<file path="src/rtl/indexed_list_insert_erase_assert.svh">
// ---------------------------------------------------------------------------
// Assertion macros for the indexed list block
// Shared immediate-consequence and next-cycle property forms.
// ---------------------------------------------------------------------------
`ifndef INDEXED_LIST_INSERT_ERASE_ASSERT_SVH
`define INDEXED_LIST_INSERT_ERASE_ASSERT_SVH

// consequent must hold in the same cycle as the antecedent
`define ILIE_ASSERT_NOW(lbl, ante, cons, msg) \
    lbl: assert property (@(posedge clk) disable iff (!rst_n) (ante) |-> (cons)) \
        else $error(msg);

// consequent must hold in the cycle after the antecedent
`define ILIE_ASSERT_NEXT(lbl, ante, cons, msg) \
    lbl: assert property (@(posedge clk) disable iff (!rst_n) (ante) |=> (cons)) \
        else $error(msg);

`endif

</file>
<file path="src/rtl/ilie_pkg.sv">
// ---------------------------------------------------------------------------
// ilie_pkg
// Types and constants shared by the indexed list cells, control and ports.
// ---------------------------------------------------------------------------
`default_nettype none

package ilie_pkg;

    localparam int CAPACITY = 16;
    localparam int IDX_W    = $clog2(CAPACITY);
    localparam int ACT_W    = 3;
    localparam int POS_W    = 5;
    localparam int WORD_W   = 32;
    localparam int STAT_W   = 2;
    localparam int CNT_W    = 5;

    typedef enum logic [ACT_W-1:0] {
        ACT_APPEND = 3'd0,
        ACT_INSERT = 3'd1,
        ACT_ERASE  = 3'd2,
        ACT_READ   = 3'd3,
        ACT_WRITE  = 3'd4
    } action_e;

    typedef enum logic [STAT_W-1:0] {
        ST_OK   = 2'd0,
        ST_BAD  = 2'd1,
        ST_FULL = 2'd2
    } status_e;

    typedef enum logic [1:0] {
        CELL_HOLD,
        CELL_LOAD,
        CELL_INS,
        CELL_ERA
    } cell_kind_e;

    // broadcast to every cell each cycle
    typedef struct packed {
        cell_kind_e               kind;
        logic [CNT_W-1:0]         target;
        logic signed [WORD_W-1:0] word;
    } cell_op_t;

endpackage

`default_nettype wire

</file>
<file path="src/rtl/ilie_req_if.sv">
// ---------------------------------------------------------------------------
// ilie_req_if
// Request channel: action, position and word, valid/ready handshake.
// ---------------------------------------------------------------------------
`default_nettype none

interface ilie_req_if import ilie_pkg::*; ();
    logic                     valid;
    logic                     ready;
    logic [ACT_W-1:0]         action;
    logic [POS_W-1:0]         position;
    logic signed [WORD_W-1:0] word_in;

    modport source (output valid, action, position, word_in, input ready);
    modport sink (input valid, action, position, word_in, output ready);
endinterface

`default_nettype wire

</file>
<file path="src/rtl/ilie_rsp_if.sv">
// ---------------------------------------------------------------------------
// ilie_rsp_if
// Response channel: status, word, count and empty flag, valid/ready handshake.
// ---------------------------------------------------------------------------
`default_nettype none

interface ilie_rsp_if import ilie_pkg::*; ();
    logic                     valid;
    logic                     ready;
    logic [STAT_W-1:0]        status;
    logic signed [WORD_W-1:0] word_out;
    logic [CNT_W-1:0]         count;
    logic                     is_empty;

    modport source (output valid, status, word_out, count, is_empty, input ready);
    modport sink (input valid, status, word_out, count, is_empty, output ready);
endinterface

`default_nettype wire

</file>
<file path="src/rtl/ilie_cell.sv">
// ---------------------------------------------------------------------------
// ilie_cell
// One list entry: holds, loads, or takes its left or right neighbor's word.
// ---------------------------------------------------------------------------
`default_nettype none

module ilie_cell import ilie_pkg::*; (
    input  wire logic                     clk,
    input  wire cell_op_t                 op,
    input  wire logic [IDX_W-1:0]         idx,
    input  wire logic signed [WORD_W-1:0] left,
    input  wire logic signed [WORD_W-1:0] right,
    output logic signed [WORD_W-1:0]      word
);

    logic signed [WORD_W-1:0] word_reg;
    logic signed [WORD_W-1:0] word_next;
    logic [CNT_W-1:0]         my_idx;

    assign my_idx = CNT_W'(idx);

    always_comb
    begin
        word_next = word_reg;
        case (op.kind)
            CELL_LOAD:
            begin
                if (my_idx == op.target)
                begin
                    word_next = op.word;
                end
            end
            CELL_INS:
            begin
                if (my_idx == op.target)
                begin
                    word_next = op.word;
                end
                else if (my_idx > op.target)
                begin
                    word_next = left;
                end
            end
            CELL_ERA:
            begin
                // entries past the tail pick up junk; they are never read
                if (my_idx >= op.target)
                begin
                    word_next = right;
                end
            end
            default:
            begin
                word_next = word_reg;
            end
        endcase
    end

    always_ff @(posedge clk)
    begin
        word_reg <= word_next;
    end

    assign word = word_reg;

endmodule

`default_nettype wire

</file>
<file path="src/rtl/ilie_ctrl.sv">
// ---------------------------------------------------------------------------
// ilie_ctrl
// Request decode, element count, read select and registered response.
// ---------------------------------------------------------------------------
`default_nettype none

module ilie_ctrl import ilie_pkg::*; (
    input  wire logic                     clk,
    input  wire logic                     rst_n,
    ilie_req_if.sink                      req,
    ilie_rsp_if.source                    rsp,
    input  wire logic signed [WORD_W-1:0] cell_word [CAPACITY],
    output cell_op_t                      op,
    output logic [CNT_W-1:0]              count
);

    localparam logic [CNT_W-1:0] CAP = CNT_W'(CAPACITY);

    logic [CNT_W-1:0]         count_reg;
    logic [CNT_W-1:0]         count_next;
    logic                     valid_reg;
    logic                     valid_next;
    logic [STAT_W-1:0]        status_reg;
    logic signed [WORD_W-1:0] word_reg;
    logic [CNT_W-1:0]         rcount_reg;
    logic                     empty_reg;

    logic                     fire;
    logic                     in_range;
    logic                     full;
    status_e                  status_c;
    logic signed [WORD_W-1:0] word_c;
    cell_kind_e               kind_c;
    logic signed [WORD_W-1:0] rd_word;

    assign req.ready = !valid_reg || rsp.ready;
    assign fire      = req.valid && req.ready;
    assign in_range  = CNT_W'(req.position) < count_reg;
    assign full      = count_reg >= CAP;
    assign rd_word   = cell_word[req.position[IDX_W-1:0]];

    always_comb
    begin
        status_c   = ST_BAD;
        word_c     = '0;
        kind_c     = CELL_HOLD;
        count_next = count_reg;
        case (req.action)
            ACT_APPEND:
            begin
                if (full)
                begin
                    status_c = ST_FULL;
                end
                else
                begin
                    status_c   = ST_OK;
                    kind_c     = CELL_LOAD;
                    count_next = count_reg + 1'b1;
                end
            end
            ACT_INSERT:
            begin
                if (CNT_W'(req.position) > count_reg)
                begin
                    status_c = ST_BAD;
                end
                else if (full)
                begin
                    status_c = ST_FULL;
                end
                else
                begin
                    status_c   = ST_OK;
                    kind_c     = CELL_INS;
                    count_next = count_reg + 1'b1;
                end
            end
            ACT_ERASE:
            begin
                if (in_range)
                begin
                    status_c   = ST_OK;
                    word_c     = rd_word;
                    kind_c     = CELL_ERA;
                    count_next = count_reg - 1'b1;
                end
            end
            ACT_READ:
            begin
                if (in_range)
                begin
                    status_c = ST_OK;
                    word_c   = rd_word;
                end
            end
            ACT_WRITE:
            begin
                if (in_range)
                begin
                    status_c = ST_OK;
                    kind_c   = CELL_LOAD;
                end
            end
            default:
            begin
                status_c = ST_BAD;
            end
        endcase
    end

    // append targets the tail slot, everything else the requested slot
    always_comb
    begin
        op.kind   = fire ? kind_c : CELL_HOLD;
        op.target = (req.action == ACT_APPEND) ? count_reg : CNT_W'(req.position);
        op.word   = req.word_in;
    end

    assign valid_next = fire || (valid_reg && !rsp.ready);

    always_ff @(posedge clk or negedge rst_n)
    begin
        if (!rst_n)
        begin
            count_reg <= '0;
            valid_reg <= 1'b0;
        end
        else
        begin
            valid_reg <= valid_next;
            if (fire)
            begin
                count_reg <= count_next;
            end
        end
    end

    always_ff @(posedge clk)
    begin
        if (fire)
        begin
            status_reg <= status_c;
            word_reg   <= word_c;
            rcount_reg <= count_next;
            empty_reg  <= (count_next == '0);
        end
    end

    assign rsp.valid    = valid_reg;
    assign rsp.status   = status_reg;
    assign rsp.word_out = word_reg;
    assign rsp.count    = rcount_reg;
    assign rsp.is_empty = empty_reg;
    assign count        = count_reg;

endmodule

`default_nettype wire

</file>
<file path="src/rtl/indexed_list_insert_erase.sv">
// The response is registered: it is valid in the cycle after the request beat.
// Throughput: one request per cycle; the response register frees on the
// same edge it is taken, so requests stall only while a response waits.
// Insert and erase shift every cell past the target at once, on the accepting edge.
// Reset: count and response valid clear asynchronously; entry contents are
// left as they are and only read after being written.
// ---------------------------------------------------------------------------
// indexed_list_insert_erase
// Fixed-capacity ordered list of signed words built from a row of cells.
// ---------------------------------------------------------------------------
`default_nettype none

`include "indexed_list_insert_erase_assert.svh"

module indexed_list_insert_erase import ilie_pkg::*; (
    input  wire logic  clk,
    input  wire logic  rst_n,
    ilie_req_if.sink   req,
    ilie_rsp_if.source rsp
);

    cell_op_t                 op;
    logic [CNT_W-1:0]         count;
    logic signed [WORD_W-1:0] cell_word [CAPACITY];

    ilie_ctrl u_ctrl (
        .clk       (clk),
        .rst_n     (rst_n),
        .req       (req),
        .rsp       (rsp),
        .cell_word (cell_word),
        .op        (op),
        .count     (count)
    );

    for (genvar i = 0; i < CAPACITY; i++)
    begin : g_cell
        logic signed [WORD_W-1:0] left;
        logic signed [WORD_W-1:0] right;

        if (i == 0)
        begin : g_head
            assign left = op.word;
        end
        else
        begin : g_mid_l
            assign left = cell_word[i-1];
        end

        if (i == CAPACITY - 1)
        begin : g_tail
            assign right = cell_word[i];
        end
        else
        begin : g_mid_r
            assign right = cell_word[i+1];
        end

        ilie_cell u_cell (
            .clk   (clk),
            .op    (op),
            .idx   (IDX_W'(i)),
            .left  (left),
            .right (right),
            .word  (cell_word[i])
        );
    end

    `ILIE_ASSERT_NOW(a_count_cap, 1'b1, count <= CNT_W'(CAPACITY),
        "element count exceeds capacity")
    `ILIE_ASSERT_NEXT(a_fire_rsp, req.valid && req.ready, rsp.valid,
        "accepted request produced no response")
    `ILIE_ASSERT_NEXT(a_erase_dec,
        req.valid && req.ready && req.action == ACT_ERASE
            && CNT_W'(req.position) < count,
        count == $past(count) - 1'b1,
        "erase did not shrink the list by one")

endmodule

`default_nettype wire
</file>
<file path="src/flat_wrapper.sv">
// flat-port wrapper written by rule: the top's interface ports become plain ports
module indexed_list_insert_erase_flat import ilie_pkg::*;
  (clk, rst_n, req_valid, req_action, req_position, req_word_in, req_ready, rsp_valid, rsp_status, rsp_word_out, rsp_count, rsp_is_empty, rsp_ready);
  ilie_req_if req_i ();
  ilie_rsp_if rsp_i ();
  input  wire logic clk;
  input  wire logic rst_n;
  input wire logic [$bits(req_i.valid)-1:0] req_valid;
  input wire logic [$bits(req_i.action)-1:0] req_action;
  input wire logic [$bits(req_i.position)-1:0] req_position;
  input wire logic [$bits(req_i.word_in)-1:0] req_word_in;
  output wire logic [$bits(req_i.ready)-1:0] req_ready;
  output wire logic [$bits(rsp_i.valid)-1:0] rsp_valid;
  output wire logic [$bits(rsp_i.status)-1:0] rsp_status;
  output wire logic [$bits(rsp_i.word_out)-1:0] rsp_word_out;
  output wire logic [$bits(rsp_i.count)-1:0] rsp_count;
  output wire logic [$bits(rsp_i.is_empty)-1:0] rsp_is_empty;
  input wire logic [$bits(rsp_i.ready)-1:0] rsp_ready;
  assign req_i.valid = req_valid;
  assign req_i.action = req_action;
  assign req_i.position = req_position;
  assign req_i.word_in = req_word_in;
  assign req_ready = req_i.ready;
  assign rsp_valid = rsp_i.valid;
  assign rsp_status = rsp_i.status;
  assign rsp_word_out = rsp_i.word_out;
  assign rsp_count = rsp_i.count;
  assign rsp_is_empty = rsp_i.is_empty;
  assign rsp_i.ready = rsp_ready;
  indexed_list_insert_erase u_core (.clk(clk), .rst_n(rst_n), .req(req_i), .rsp(rsp_i));
endmodule
</file>
<file path="config.mk">
export PLATFORM = sky130hd
export DESIGN_NAME = indexed_list_insert_erase_flat
export DESIGN_NICKNAME = d
export VERILOG_FILES = /design/src/rtl/ilie_pkg.sv /design/src/rtl/ilie_req_if.sv /design/src/rtl/ilie_rsp_if.sv /design/src/rtl/ilie_cell.sv /design/src/rtl/ilie_ctrl.sv /design/src/rtl/indexed_list_insert_erase.sv /design/src/flat_wrapper.sv
export VERILOG_INCLUDE_DIRS = /design/src /design/src/rtl
export SDC_FILE = /design/constraint.sdc
export NUM_CORES = 1
export LEC_CHECK = 0
export BUFFER_PORTS_ARGS = -buffer_cell sky130_fd_sc_hd__buf_4
export CAP_MARGIN = 20
export CELL_PAD_IN_SITES_DETAIL_PLACEMENT = 0
export CELL_PAD_IN_SITES_GLOBAL_PLACEMENT = 1
export CORE_MARGIN = 5
export CORE_UTILIZATION = 50
export CTS_CLUSTER_DIAMETER = 40
export DETAILED_ROUTE_END_ITERATION = 7
export GPL_TIMING_DRIVEN = 0
export PLACE_DENSITY = 0.81
export SYNTH_ARGS = -nofsm -noshare
export SYNTH_HDL_FRONTEND = slang
export SYNTH_SLANG_ARGS = --single-unit
</file>
<file path="constraint.sdc">
create_clock -name clk -period 7.2 [get_ports clk]
set_clock_uncertainty 0.1 [all_clocks]
set_input_delay 1.44 -clock clk [delete_from_list [all_inputs] [get_ports clk]]
set_output_delay 1.44 -clock clk [all_outputs]
set_load 0.1 [all_outputs]
</file>
==> results.cfg <==
[run_status]
status = completed

[place]
hpwl_um = 94940
gp_congestion = 1.019
io_buffers = 83

[global_route]
grt_max_degree = 50
grt_usage_pct = 37.55
antenna_found_initial = 5
grt_remaining_overflow = 0
grt_pass1_vias = 25100
grt_pass1_wl_um = 181800

[clocking]
cts_root_buffer = clkbuf_16
cts_max_level = 3
cts_resized = 0
clk_pin_slew_ns = 0.05
post_cts_buffers = 0
cts-hold-fix-buffers = 0
cts.sinks = 558
clockBufferDepth = 3
cts_buffers = 91
clock_latency_ns = 0.66
cts_tree = done

[finish]
seqCellArea_um2 = 16730
nets = 2680
nFillCells = 4709
area_growth_syn_to_layout_pct = 18.70
layout_commonest_cell = edfxtp_1
drive_gt1_share_pct = 23.71
final_cell_mix = 552 x edfxtp_1, 306 x a22oi_1, 216 x o21ai_0
multi_input_area_um2 = 12600
largest_reg_flops = 512

[hold_path]
hp-class = flop to flop
hold_depth = 2

[floorplanning]
initial_utilization_pct = 50.55
fp.coreArea_um2 = 60470
die_area_um2 = 66190
fp.dieH_um = 257.3
std_cell_rows = 90
dieWidth_um = 257.3
io_pins = 86

[timing]
fmax_mhz = 180.3
setup_viol = 0
report.final.slew_viol_count = 0
min_period_ns = 5.547
final_hold_viol_count = 0
max-slew-margin-rel_pct = 7.307
rsz0062_at_grt = false
final.setup.tns_ns = 0
hold-worst-slack_ns = 0.4454
worst_slew_pin_slew_ns = 1.390
min_period_over_period_pct = 77.04

[worst_setup_path]
cp.depth = 12
crit_arrival_ns = 5.79
cp_slowest_cell = nor3_2
endpoint_kind = flop
max_stage_delay_ns = 0.77
worstRegToRegCells = 13
path_buf_inv = 5
crit_fanout = 10
crit_type = primary input to flop
critical_path.cell_chain = buf_4 > ha_1 > and3_1 > o21a_2 > nor4_2 > a21o_1 > buf_2 > clkbuf_1 > a21oi_1 > nor3_2 > buf_6 > buf_6
crit_path_start_kind = primary input
cp_top_family = buffers and inverters
cp.required_ns = 7.44
cpMostUsedCell = buf_6

[power]
power.total_uw = 10370
leakage_uw = 0.01215
cellPowerDensity_nw_per_um2 = 285.7
vdd_drop_max_uv = 180.7

[logic_synthesis]
async_reset_ff_share_pct = 1.075
synth_warnings = 0
netlist_area_um2 = 30570
netlist.area_leader.share_pct = 54.22
ys_seq_elements = 558
synth_ff_type = edfxtp_1
seq_area_frac_synth_pct = 54.71
yosys.area.top_type = edfxtp_1
synth_area_leaders = edfxtp_1 54%, mux4_2 12%, a22oi_1 7.5%
synth-edff-count = 552
syn_nets = 2464
ys_types = 73
synthCells = 2412
synth_area_per_cell_um2 = 12.67

[detailed_routing]
viasPerCell = 7.502
avgRoutedWirePerCell_um = 36.65
drt_first_pass_iters = 8
routed_wl_um = 127800
drcViolationCount = 0
drtIter0Drc = 4830
postRouteAntennaNets = 0
vias = 26158

[run]
maxCapViolCount = 0
==> cell usage after synthesis (all sizes together), types with 40 or more instances <==
| library cell | instances |
|---|---|
| o22ai | 130 |
| edfxtp | 552 |
| nand2 | 51 |
| a22oi | 306 |
| mux4 | 160 |
| or3 | 46 |
| nor2 | 130 |
| inv | 70 |
| buf | 126 |
| o21ai | 279 |
| clkbuf | 130 |
| mux2 | 40 |
| a21oi | 101 |
==> through the flow <==
step	worst slack (ns)	util [%]	cells	cell area, µm²
3_3_place_gp	-2.486	53.24	3277	32200
6_report	1.653	60.01	3487	36290
2_1_floorplan	0.4145	-	2412	30590
4_1_cts	1.819	59.84	3479	36190
3_5_place_dp	1.173	54.62	3310	33030
5_1_grt	1.531	60.01	3486	36290
==> layer usage <==
metal | track usage, % | up-vias | wire [µm]
li1 | - | 10366 | -
met3 | 11.50 | 427 | 17590
met2 | 54.31 | 2472 | 54580
met5 | 0 | - | 0
met4 | 26.45 | 0 | 10640
met1 | 48.41 | 12893 | 45010
==> path summary, 6_finish.rpt <==
kind | start | endpoint | slack, ns
worst min-delay path | u_core.u_ctrl.rsp.valid | u_core.u_ctrl.rsp.valid | 0.45
max in group asynchronous | rst_n | u_core.u_ctrl.count[1] | 6.35
worst max-delay path | req_position[3] | u_core.g_cell[0].u_cell.word[30] | 1.65
min in group asynchronous | rst_n | u_core.u_ctrl.count[3] | 0.51
worst min register to register | u_core.u_ctrl.rsp.valid | u_core.u_ctrl.rsp.valid | 0.45
worst max register to register | u_core.u_ctrl.count[3] | u_core.g_cell[0].u_cell.word[30] | 1.73
==> cell type report <==
type	count	area share [%]
Clock inverter	63	2.165
Sequential cell	558	46.09
Tap cell	782	2.696
Buffer	256	3.238
Clock buffer	106	6.548
Antenna cell	1	0.006896
Inverter	71	0.7344
Timing Repair Buffer	123	3.793
Multi-Input combinational cell	1527	34.73
==> power by group <==
| group | internal [µW] | switching [µW] |
|---|---|---|
| clock network | 2890 | 1680 |
| logic | 595 | 1420 |
| registers | 3720 | 58.3 |
| total | 7210 | 3160 |
==> logic make-up (layout without fill, tap and decap cells) <==
kind of cell / after synthesis / after routing / share of synthesized area [%]
adders and majority gates: 8 / 8 / 0.3274
buffers and inverters: 327 / 619 / 4.686
AOI/OAI and AO/OA: 977 / 977 / 21.09
xor gates and xnor gates: 4 / 4 / 0.1146
and+or+nand+nor: 334 / 334 / 5.599
muxes: 204 / 204 / 13.47
DFF: 558 / 558 / 54.71
other: 0 / 1 / 0
==> worst min-delay path: cells and delay by family (launching register included) <==
| kind | cells | cell delay (ns) |
|---|---|---|
| DFF | 1 | 0.34 |
| and+or+nand+nor | 2 | 0.17 |
(Power assumes the default switching activity.)
